File: config.mk
export PLATFORM = sky130hd
export DESIGN_NAME = lease_lock_token_arbiter_top
export DESIGN_NICKNAME = d
export VERILOG_FILES = /design/src/design/llta_pkg.sv /design/src/design/llta_cfg.sv /design/src/design/llta_core.sv /design/src/design/lease_lock_token_arbiter_top.sv
export SDC_FILE = /design/constraint.sdc
export NUM_CORES = 1
export LEC_CHECK = 0
export ABC_AREA = 1
export BUFFER_PORTS_ARGS = -buffer_cell sky130_fd_sc_hd__buf_2
export CAP_MARGIN = 0
export CORE_UTILIZATION = 25
export CTS_BUF_LIST = sky130_fd_sc_hd__clkbuf_2
export DETAILED_ROUTE_END_ITERATION = 8
export PLACE_DENSITY = 0.47
export SKIP_LAST_GASP = 1
export SYNTH_ARGS = -nofsm -noshare
export SYNTH_HDL_FRONTEND = slang
export SYNTH_SLANG_ARGS = --single-unit
File: constraint.sdc
create_clock -name clk_i -period 4.5 [get_ports clk_i]
set_input_delay 0.675 -clock clk_i [delete_from_list [all_inputs] [get_ports clk_i]]
set_output_delay 0.675 -clock clk_i [all_outputs]
set_load 0.005 [all_outputs]
File: src/design/llta_pkg.sv
// ----------------------------------------------------------------------------
// llta_pkg
// Shared types and constants for the lease lock token arbiter.
// ----------------------------------------------------------------------------
package llta_pkg;

  // Token counter width; granted_token carries the low 32 bits.
  localparam int unsigned TokenBits = 32;

  localparam logic [31:0] TtlResetMs = 32'd1000;

  localparam logic [2:0] ReplyLenGrant = 3'd6;
  localparam logic [2:0] ReplyLenShort = 3'd2;
  localparam logic [2:0] ReplyLenNone  = 3'd0;

  typedef enum logic [2:0] {
    KindEnter     = 3'd0,
    KindExit      = 3'd1,
    KindHeartbeat = 3'd2,
    KindReserved  = 3'd3,
    KindRevoke    = 3'd4
  } llta_kind_e;

  typedef enum logic [2:0] {
    StOk         = 3'd0,
    StRejected   = 3'd1,
    StBusy       = 3'd2,
    StBadToken   = 3'd3,
    StBadRequest = 3'd4
  } llta_status_e;

  // APB register word indexes
  typedef enum logic [0:0] {
    RegTtlMs = 1'b0
  } llta_reg_e;

  typedef struct packed {
    logic [2:0]  kind;
    logic [31:0] now_ms;
    logic [31:0] token_in;
    logic        has_token;
    logic        enter_allowed;
    logic [7:0]  device_state;
  } llta_req_t;

  typedef struct packed {
    logic         handled;
    llta_status_e status;
    logic         error_flag;
    logic [7:0]   state_byte;
    logic [31:0]  granted_token;
    logic [2:0]   reply_length;
  } llta_res_t;

endpackage

File: src/design/llta_cfg.sv
// ----------------------------------------------------------------------------
// llta_cfg
// APB register file holding the lease lifetime.
// ----------------------------------------------------------------------------
module llta_cfg
  import llta_pkg::*;
(
  input  logic        clk_i,
  input  logic        rst_ni,
  input  logic        psel,
  input  logic        penable,
  input  logic        pwrite,
  input  logic [2:0]  paddr,
  input  logic [31:0] pwdata,
  output logic [31:0] prdata,
  output logic        pready,
  output logic [31:0] ttl_ms_o
);

  logic [31:0] ttl_ms_q;
  logic [31:0] ttl_ms_d;
  logic        hit_ttl;

  // word index sits at paddr[2]
  assign hit_ttl = (paddr[2] == RegTtlMs);
  assign pready  = 1'b1;

  always_comb begin
    ttl_ms_d = ttl_ms_q;
    if (psel && penable && pwrite && hit_ttl) begin
      ttl_ms_d = pwdata;
    end
  end

  always_ff @(posedge clk_i or negedge rst_ni) begin
    if (!rst_ni) begin
      ttl_ms_q <= TtlResetMs;
    end else begin
      ttl_ms_q <= ttl_ms_d;
    end
  end

  assign prdata   = hit_ttl ? ttl_ms_q : 32'd0;
  assign ttl_ms_o = ttl_ms_q;

endmodule

File: src/design/llta_core.sv
// ----------------------------------------------------------------------------
// llta_core
// Lock state registers and single-pass request evaluation.
// ----------------------------------------------------------------------------
module llta_core
  import llta_pkg::*;
(
  input  logic        clk_i,
  input  logic        rst_ni,
  input  logic        fire_i,
  input  llta_req_t   req_i,
  input  logic [31:0] ttl_ms_i,
  output llta_res_t   res_o
);

  logic                 lock_held_q, lock_held_d;
  logic [TokenBits-1:0] holder_q, holder_d;
  logic [TokenBits-1:0] next_grant_q, next_grant_d;
  logic [31:0]          last_hb_q, last_hb_d;

  logic [31:0]          age;
  logic                 stale;
  logic                 held_eff;
  logic [TokenBits-1:0] grant_inc;
  logic                 tok_match;

  assign age       = req_i.now_ms - last_hb_q;
  assign stale     = lock_held_q && (age > ttl_ms_i);
  assign held_eff  = lock_held_q && !stale;
  assign grant_inc = next_grant_q + TokenBits'(1);
  assign tok_match = (64'(req_i.token_in) == 64'(holder_q));

  always_comb begin
    // stale drop applies to enter, exit, heartbeat and reserved
    lock_held_d  = held_eff;
    holder_d     = held_eff ? holder_q : '0;
    next_grant_d = next_grant_q;
    last_hb_d    = last_hb_q;

    res_o               = '0;
    res_o.status        = StOk;
    res_o.state_byte    = req_i.device_state;
    res_o.handled       = 1'b1;
    res_o.reply_length  = ReplyLenShort;

    case (req_i.kind)
      KindEnter: begin
        if (!req_i.enter_allowed) begin
          res_o.status = StRejected;
        end else if (held_eff) begin
          res_o.status = StBusy;
        end else begin
          lock_held_d         = 1'b1;
          holder_d            = next_grant_q;
          next_grant_d        = (grant_inc == '0) ? TokenBits'(1) : grant_inc;
          last_hb_d           = req_i.now_ms;
          res_o.granted_token = 32'(next_grant_q);
          res_o.reply_length  = ReplyLenGrant;
        end
      end
      KindExit, KindHeartbeat: begin
        if (!req_i.has_token) begin
          res_o.status     = StBadRequest;
          res_o.error_flag = 1'b1;
        end else if (!held_eff || !tok_match) begin
          res_o.status = StBadToken;
        end else if (req_i.kind == KindExit) begin
          lock_held_d = 1'b0;
          holder_d    = '0;
        end else begin
          last_hb_d = req_i.now_ms;
        end
      end
      KindReserved: begin
        res_o = '0;
      end
      KindRevoke: begin
        res_o       = '0;
        lock_held_d = 1'b0;
        holder_d    = '0;
      end
      default: begin
        // undefined kinds leave the state alone
        res_o       = '0;
        lock_held_d = lock_held_q;
        holder_d    = holder_q;
      end
    endcase
  end

  always_ff @(posedge clk_i or negedge rst_ni) begin
    if (!rst_ni) begin
      lock_held_q  <= 1'b0;
      holder_q     <= '0;
      next_grant_q <= TokenBits'(1);
      last_hb_q    <= '0;
    end else if (fire_i) begin
      lock_held_q  <= lock_held_d;
      holder_q     <= holder_d;
      next_grant_q <= next_grant_d;
      last_hb_q    <= last_hb_d;
    end
  end

endmodule

File: src/design/lease_lock_token_arbiter_top.sv
// ----------------------------------------------------------------------------
// lease_lock_token_arbiter_top
// Maintenance lease lock with heartbeat timeout, stream in/out, APB config.
// ----------------------------------------------------------------------------
// Path: from input transfer to the earliest result transfer, a request passes
//   through the input register, then evaluation into the result register.
// Throughput: one request per cycle unless the output stalls; the lock state
//   loop is a single subtract/compare/increment pass between the two registers.
// Reset (rst_ni low, async): lock free, token counter at 1, ttl_ms = 1000,
//   both pipeline stages empty.
// ----------------------------------------------------------------------------
module lease_lock_token_arbiter_top
  import llta_pkg::*;
(
  input  logic        clk_i,
  input  logic        rst_ni,

  // request stream
  input  logic        s_axis_tvalid_i,
  output logic        s_axis_tready_o,
  // tdata: now_ms[31:0], token_in[63:32], has_token[64], enter_allowed[65],
  //        device_state[73:66], zero pad[79:74]
  input  logic [79:0] s_axis_tdata_i,
  // tuser: kind[2:0]
  input  logic [2:0]  s_axis_tuser_i,

  // result stream
  output logic        m_axis_tvalid_o,
  input  logic        m_axis_tready_i,
  // tdata: handled[0], status[3:1], error_flag[4], state_byte[12:5],
  //        granted_token[44:13], reply_length[47:45]
  output logic [47:0] m_axis_tdata_o,

  // configuration
  input  logic        psel,
  input  logic        penable,
  input  logic        pwrite,
  input  logic [2:0]  paddr,
  input  logic [31:0] pwdata,
  output logic [31:0] prdata,
  output logic        pready
);

  logic        in_valid_q;
  llta_req_t   in_req_q;
  logic        out_valid_q;
  llta_res_t   out_res_q;
  llta_res_t   res;
  logic        advance;
  logic [31:0] ttl_ms;

  llta_cfg u_cfg (
    .clk_i    (clk_i),
    .rst_ni   (rst_ni),
    .psel     (psel),
    .penable  (penable),
    .pwrite   (pwrite),
    .paddr    (paddr),
    .pwdata   (pwdata),
    .prdata   (prdata),
    .pready   (pready),
    .ttl_ms_o (ttl_ms)
  );

  // Request moves to the result stage when that stage is empty or draining;
  // the lock state commits on the same edge.
  assign advance         = in_valid_q && (!out_valid_q || m_axis_tready_i);
  assign s_axis_tready_o = !in_valid_q || advance;

  llta_core u_core (
    .clk_i    (clk_i),
    .rst_ni   (rst_ni),
    .fire_i   (advance),
    .req_i    (in_req_q),
    .ttl_ms_i (ttl_ms),
    .res_o    (res)
  );

  // input stage
  always_ff @(posedge clk_i or negedge rst_ni) begin
    if (!rst_ni) begin
      in_valid_q <= 1'b0;
    end else if (s_axis_tready_o) begin
      in_valid_q <= s_axis_tvalid_i;
    end
  end

  always_ff @(posedge clk_i) begin
    if (s_axis_tvalid_i && s_axis_tready_o) begin
      in_req_q.kind          <= s_axis_tuser_i;
      in_req_q.now_ms        <= s_axis_tdata_i[31:0];
      in_req_q.token_in      <= s_axis_tdata_i[63:32];
      in_req_q.has_token     <= s_axis_tdata_i[64];
      in_req_q.enter_allowed <= s_axis_tdata_i[65];
      in_req_q.device_state  <= s_axis_tdata_i[73:66];
    end
  end

  // result stage
  always_ff @(posedge clk_i or negedge rst_ni) begin
    if (!rst_ni) begin
      out_valid_q <= 1'b0;
    end else if (advance) begin
      out_valid_q <= 1'b1;
    end else if (m_axis_tready_i) begin
      out_valid_q <= 1'b0;
    end
  end

  always_ff @(posedge clk_i) begin
    if (advance) begin
      out_res_q <= res;
    end
  end

  assign m_axis_tvalid_o = out_valid_q;
  assign m_axis_tdata_o  = {out_res_q.reply_length, out_res_q.granted_token,
                            out_res_q.state_byte, out_res_q.error_flag,
                            out_res_q.status, out_res_q.handled};

endmodule
# After elaboration in Yosys (flattened, before gate mapping)
# Index checks and enable logic that the tools add are counted.
[word_totals]
regBits = 256
inputBits = 125
output_inout_bits = 83
word_cells = 91
[classes]
addsub = 2
n_lt_le_gt_ge = 1
eq_ne = 10
n_mux = 32
n_bitwise = 2
reduce_logical = 25
[ops]
columns = ["cell", "n"]
rows = [
  ["2-to-1 mux 32 bit", 13],
  ["case mux 32 bit (4 select lines)", 1],
  ["2-to-1 mux 35 bit", 2],
  ["case mux 35 bit (2 select lines)", 1],
  ["case mux 32 bit (2 select lines)", 1],
  ["adder 32 x 1 -> 32 bit, second input constant", 1],
  ["equality test 32 bit", 1],
  ["greater-than comparator 32 bit", 1],
  ["logical NOT 32 bit", 1],
  ["subtractor 32 bit", 1],
  ["!= test 2 bit, second input constant", 5],
  ["2-to-1 mux 1 bit", 8],
  ["logical AND 1 bit", 7],
  ["AND reduction 7 bit", 1],
  ["equality test 3 x 2 -> 1 bit, second input constant", 2],
  ["2-to-1 mux 3 bit", 2],
  ["case mux 3 bit (2 select lines)", 1],
  ["logical NOT 1 bit", 5],
  ["2-to-1 mux 2 bit", 2],
  ["case mux 1 bit (4 select lines)", 1],
  ["AND reduction 4 bit", 1],
  ["nonzero test 2 bit", 2],
  ["nonzero test 4 bit", 1],
  ["equality test 3 x 1 -> 1 bit, second input constant", 1],
  ["7 further kinds", 10],
]

# Depth between registers and ports, before layout
[logic_depth]
ltp_word = 10
mapped_depth = 30
ltp_nobuf = 30

# By module
# Synthesis repeated with hierarchy kept, for this count alone.
[hier_totals]
hier_cells = 1681
area_unflattened_um2 = 14277.4
[by_module_without_submodules]
columns = ["mod", "n_inst", "cells_per_inst", "area_per_inst_um2", "seq_area_each_um2"]
rows = [
  ["llta_core", 1, 1332, 8834.7, 2428.6],
  ["lease_lock_token_arbiter_top", 1, 137, 3848.7, 3803.6],
  ["llta_cfg", 1, 212, 1594.0, 808.3],
]

# Worst setup path after synthesis
# OpenSTA, ideal clock, no wires.
[synth_timing]
path_kind = "register to register"
start = "reg in_req_q[42] (netlist name)"
end = "reg out_res_q, in the netlist m_axis_tdata_o[13], data pin"
setup_time_ps = 265
arrival_time_ps = 3625
required_time_ps = 4235
path_slack_ps = 610
path_stages_with_launch = 23
n_path_buf = 1
period_less_slack_ps = 3890
cell_sequence = "edfxtp_1 inv_1 ha_1 inv_1 fa_1 nand3_1 nand2_1 a21oi_1 o21ai_2 a21boi_0 o21ai_0 nand2_1 nand2_1 xor2_1 ha_1 nand2_1 nor4_4 nand3b_1 nand2_4 nand2_4 nand3_4 clkbuf_1 nor2_1"
[synth_lines]
columns = ["item", "line_no", "text"]
rows = [
  ["from (decl)", "lease_lock_token_arbiter_top.sv:45", "llta_req_t in_req_q;"],
  ["to (signal assigned)", "lease_lock_token_arbiter_top.sv:112", "out_res_q <= res;"],
  ["to (decl)", "lease_lock_token_arbiter_top.sv:47", "llta_res_t out_res_q;"],
]

# Worst setup path in the final report
[layout_timing]
start = "reg in_req_q[61] (netlist name)"
end = "reg u_core.last_hb_q[27]"
[layout_via]
elab_chain_cells = 9
word_cells_on_any_way = 10
cone_classes = "1 x add/sub; 1 x order compare; 2 x eq/ne; 6 x reduce/logical"
[layout_lines]
columns = ["item", "line_no", "text"]
rows = [
  ["subtractor 32 bit *", "llta_core.sv:27", "assign age = req_i.now_ms - last_hb_q;"],
  ["greater-than comparator 32 bit *", "llta_core.sv:28", "assign stale = lock_held_q && (age > ttl_ms_i);"],
  ["logical AND 1 bit *", "llta_core.sv:28", ""],
  ["logical NOT 1 bit *", "llta_core.sv:29", "assign held_eff = lock_held_q && !stale;"],
  ["logical AND 1 bit *", "llta_core.sv:29", ""],
  ["logical NOT 1 bit", "llta_core.sv:65", "end else if (!held_eff || !tok_match) begin"],
  ["logical OR 1 bit", "llta_core.sv:65", ""],
  ["!= test 2 bit (no line)", "n/a", ""],
  ["AND reduction 7 bit (no line) *", "n/a", ""],
  ["to (signal assigned)", "llta_core.sv:101", "last_hb_q <= last_hb_d;"],
  ["to (decl)", "llta_core.sv:19", "logic [31:0] last_hb_q, last_hb_d;"],
]
# Mark *: on every way between the ends. The rest lies on a longest branch, timed or not.
# A chain may end at the register's enable or synchronous reset.

==> results.tsv <==
metric	value	unit
num-nets-final	2209	
tritoncts_clock_tree	yes	
ys_top_cells_by_count	nand2_1 (430), nor2_1 (215), inv_1 (205), dfrtp_1 (124), edfxtp_1 (124)	
final-hold-violation-count	0	
post_synth_main_area_contributors	edfxtp_1 (27%), dfrtp_1 (22%), nand2_1 (12%)	
grt_first_pass_wirelength	65600	um
dieHeight	237	um
synth_area	0.0138	sq mm
timing.final.ws_setup	0.316	ns
synth_seq_cells	255	
initial_antenna_violation_count	2	
p_per_area	537	mW/mm^2
cap_viol_max_count	0	
firstDrtPassIters	5	
synth_sequential_area_ratio	50.8	%
place_congestion	0.844	
synth_area_leader_cell	edfxtp_1	
netlist.area_leader.share	27.0	%
worst_clock_skew	0.0776	ns
placeableCoreArea	0.0542	sq mm
post-dp-hpwl	30600	um
clock_tree.buffer_depth	3	
syn-mean-instance-area	8.49	sq um
reg2reg_from	in_req_q[61]	
synth_ff_type	edfxtp_1	
final_util	33.0	%
clock_power_share	18.9	%
worst_slew_margin_rel	34.9	%
htree_levels	3	
overflow	0	
route.detailed.wl_per_inst	14.9	um
power.combinational.fraction	44.5	%
groute.usage.overall	15.0	%
p_switching	4.19	mW
period_needed	4.18	ns
hp-class	in -> async	
vias	12100	
area.growth.synth_to_final	29.6	%
ant_nets	0	
std_cell_rows	85	
first_global_vias	12300	
clkTransAtPathRegs	0.10	ns
pre_cts_ws	0.00412	ns
internal_power	5.41	mW
peakVddDrop	0.000161	V
cp.arrival	5.06	ns
finalMaxSlewViolations	0	
postSynth.asyncResetShare	51.4	%
drive_above_1_share	20.4	%
detail_route.vias_per_cell	4.36	
worstSetupStartpointType	register	
clkLatencyLatePin	1.04	ns
critical_path_required	5.38	ns
tightestPinTransition	0.977	ns
maximum_achievable_frequency	239	MHz
report.power.total	9.60	mW
netSwitchingFraction	43.6	%
dpl_cell_area	0.0159	sq mm
setup.worst_path.class	reg -> reg	
synth_edf_count	124	
finalSetupViolCount	0	
syn_inst_count	1626	
port-buffer-count	197	
synth.net_count	1816	
fp.dieW	237	um
outcome	complete, no violations	
clock_tree.root_cell	clkbuf_2	
i_o_pin_total	208	
pin_count_of_the_biggest_net_entering_global_routing	65	
total_clock_buffers_created_by_cts	76	
wl	41500	um
share_seq_of_total_power	36.6	%
reg2reg_depth	23	
synth.most_common_cell	nand2_1	
dieArea	0.0562	sq mm
end_of_the_worst_register_to_register_path	u_core.last_hb_q[27]	
yosysWarningCount	0	
post_layout_inst_area	0.0179	sq mm
worst_setup_path_end_kind	register	
min_period_over_period	93.0	%
yosys.cell_types.count	52	
clock_sink_count	255	
initial_core_util	25.5	%
leakagePower	8.71	nW
drt_first_iter_violations	596	
critPathMaxFanout	15	
ff2ff_setup_slack	0.32	ns
post-route-drc-count	0	
[cells in the final DEF, fill, tap and decap left out, types with 24 or more instances in the layout]
cell / n
a21oi_1: 77
o21ai_0: 64
nor3_1: 29
clkbuf_2: 115
buf_2: 196
xnor2_1: 24
buf_4: 38
nand3_1: 51
ha_1: 63
dfrtp_1: 124
inv_1: 203
nor2_1: 215
nand4_1: 43
xor2_1: 30
dlygate4sd3_1: 114
nand2_1: 427
edfxtp_1: 124
[worst max-delay path, cell delays in order (launching register included)]
cell and delay [ns]:
edfxtp_1 0.47, ha_1 0.43, nand2_1 0.15, nor4_1 0.30, buf_4 0.19, nand2_1 0.05, o211ai_1 0.15, buf_4 0.16
a21oi_1 0.09, xnor2_1 0.16, ha_1 0.30, nand2_1 0.05, nor2_1 0.12, nand2_2 0.10, nor4_4 0.30, nand3b_1 0.16
nand2_4 0.16, nand2_4 0.09, nand2_1 0.09, nand2_2 0.08, buf_4 0.17, buf_12 0.14, nand4_1 0.07, nand2_1 0.06
[through the flow]
| stage | hold WS, ns | cells | TNS [ns] |
|---|---|---|---|
| 6_report | 0.224 | 2783 | 0 |
| 5_1_grt | 0.114 | 2783 | -0.00214 |
| 4_1_cts | 0.0927 | 2777 | 0 |
| 3_3_place_gp | 0.453 | 2522 | 0 |
| 3_5_place_dp | 0.458 | 2522 | 0 |
| 2_1_floorplan | 0.379 | 1626 | 0 |
[per-layer routing]
layer	GRT usage, %	wire length [um]	vias to the layer above
li1	-	-	6149
met1	18.6	18800	5587
met2	25.3	19600	304
met3	3.29	1840	95
met4	6.02	1220	0
met5	0	0	-
[cells by family (layout without fill, tap and decap cells)]
| kind of cell | Yosys count | in the layout | synth area share [%] |
|---|---|---|---|
| XOR/XNOR | 54 | 54 | 3.43 |
| buffers and inverters | 250 | 706 | 7.21 |
| adder cells (fa/ha/maj) | 65 | 65 | 5.95 |
| other | 2 | 7 | 0.0544 |
| flip-flops | 255 | 255 | 50.8 |
| AO/OA/AOI/OAI | 201 | 201 | 8.21 |
| AND/OR/NAND/NOR | 799 | 799 | 24.4 |
[worst max-delay path by stage]
stage                  from              endpoint  slack (ns)  depth (start not counted)
2_1_floorplan  in_req_q[42]    m_axis_tdata_o[13]        0.61                         22
3_3_place_gp   in_req_q[42]              register        0.11                         24
3_5_place_dp   in_req_q[42]              register       0.004                         24
4_1_cts        in_req_q[42]              register       0.008                         24
5_1_grt        in_req_q[42]  u_core.last_hb_q[17]      -0.002                         26
6_report       in_req_q[61]  u_core.last_hb_q[27]        0.32                         23
[area by class of cell]
type	instances	area, sq um
Inverter	208	782
Antenna cell	5	12.5
Fill cell	5803	36400
Clock buffer	115	576
Tap cell	696	871
Sequential cell	255	7010
Timing Repair Buffer	357	2590
Clock inverter	26	128
Multi-Input combinational cell	1121	5920
[power by group through the flow]
stage                     clock (mW)  combinational (mW)  sequential, mW
after detailed placement           0                4.12            3.57
after global routing            2.05                4.91            3.59
final                           1.81                4.28            3.51
after CTS                       1.94                4.22            3.52
after floorplan                    0                2.88            3.39
after global placement             0                4.06            3.56
[what timing repair did]
action / 4_1_cts / 5_1_grt
endpoints found under the setup margin: 0 / 132
hold endpoints to repair: 154 / 0
gates resized for setup: 0 / 31
buffers inserted: 0 / 1
hold buffers: 114 / 0
(Power assumes the default switching activity.)
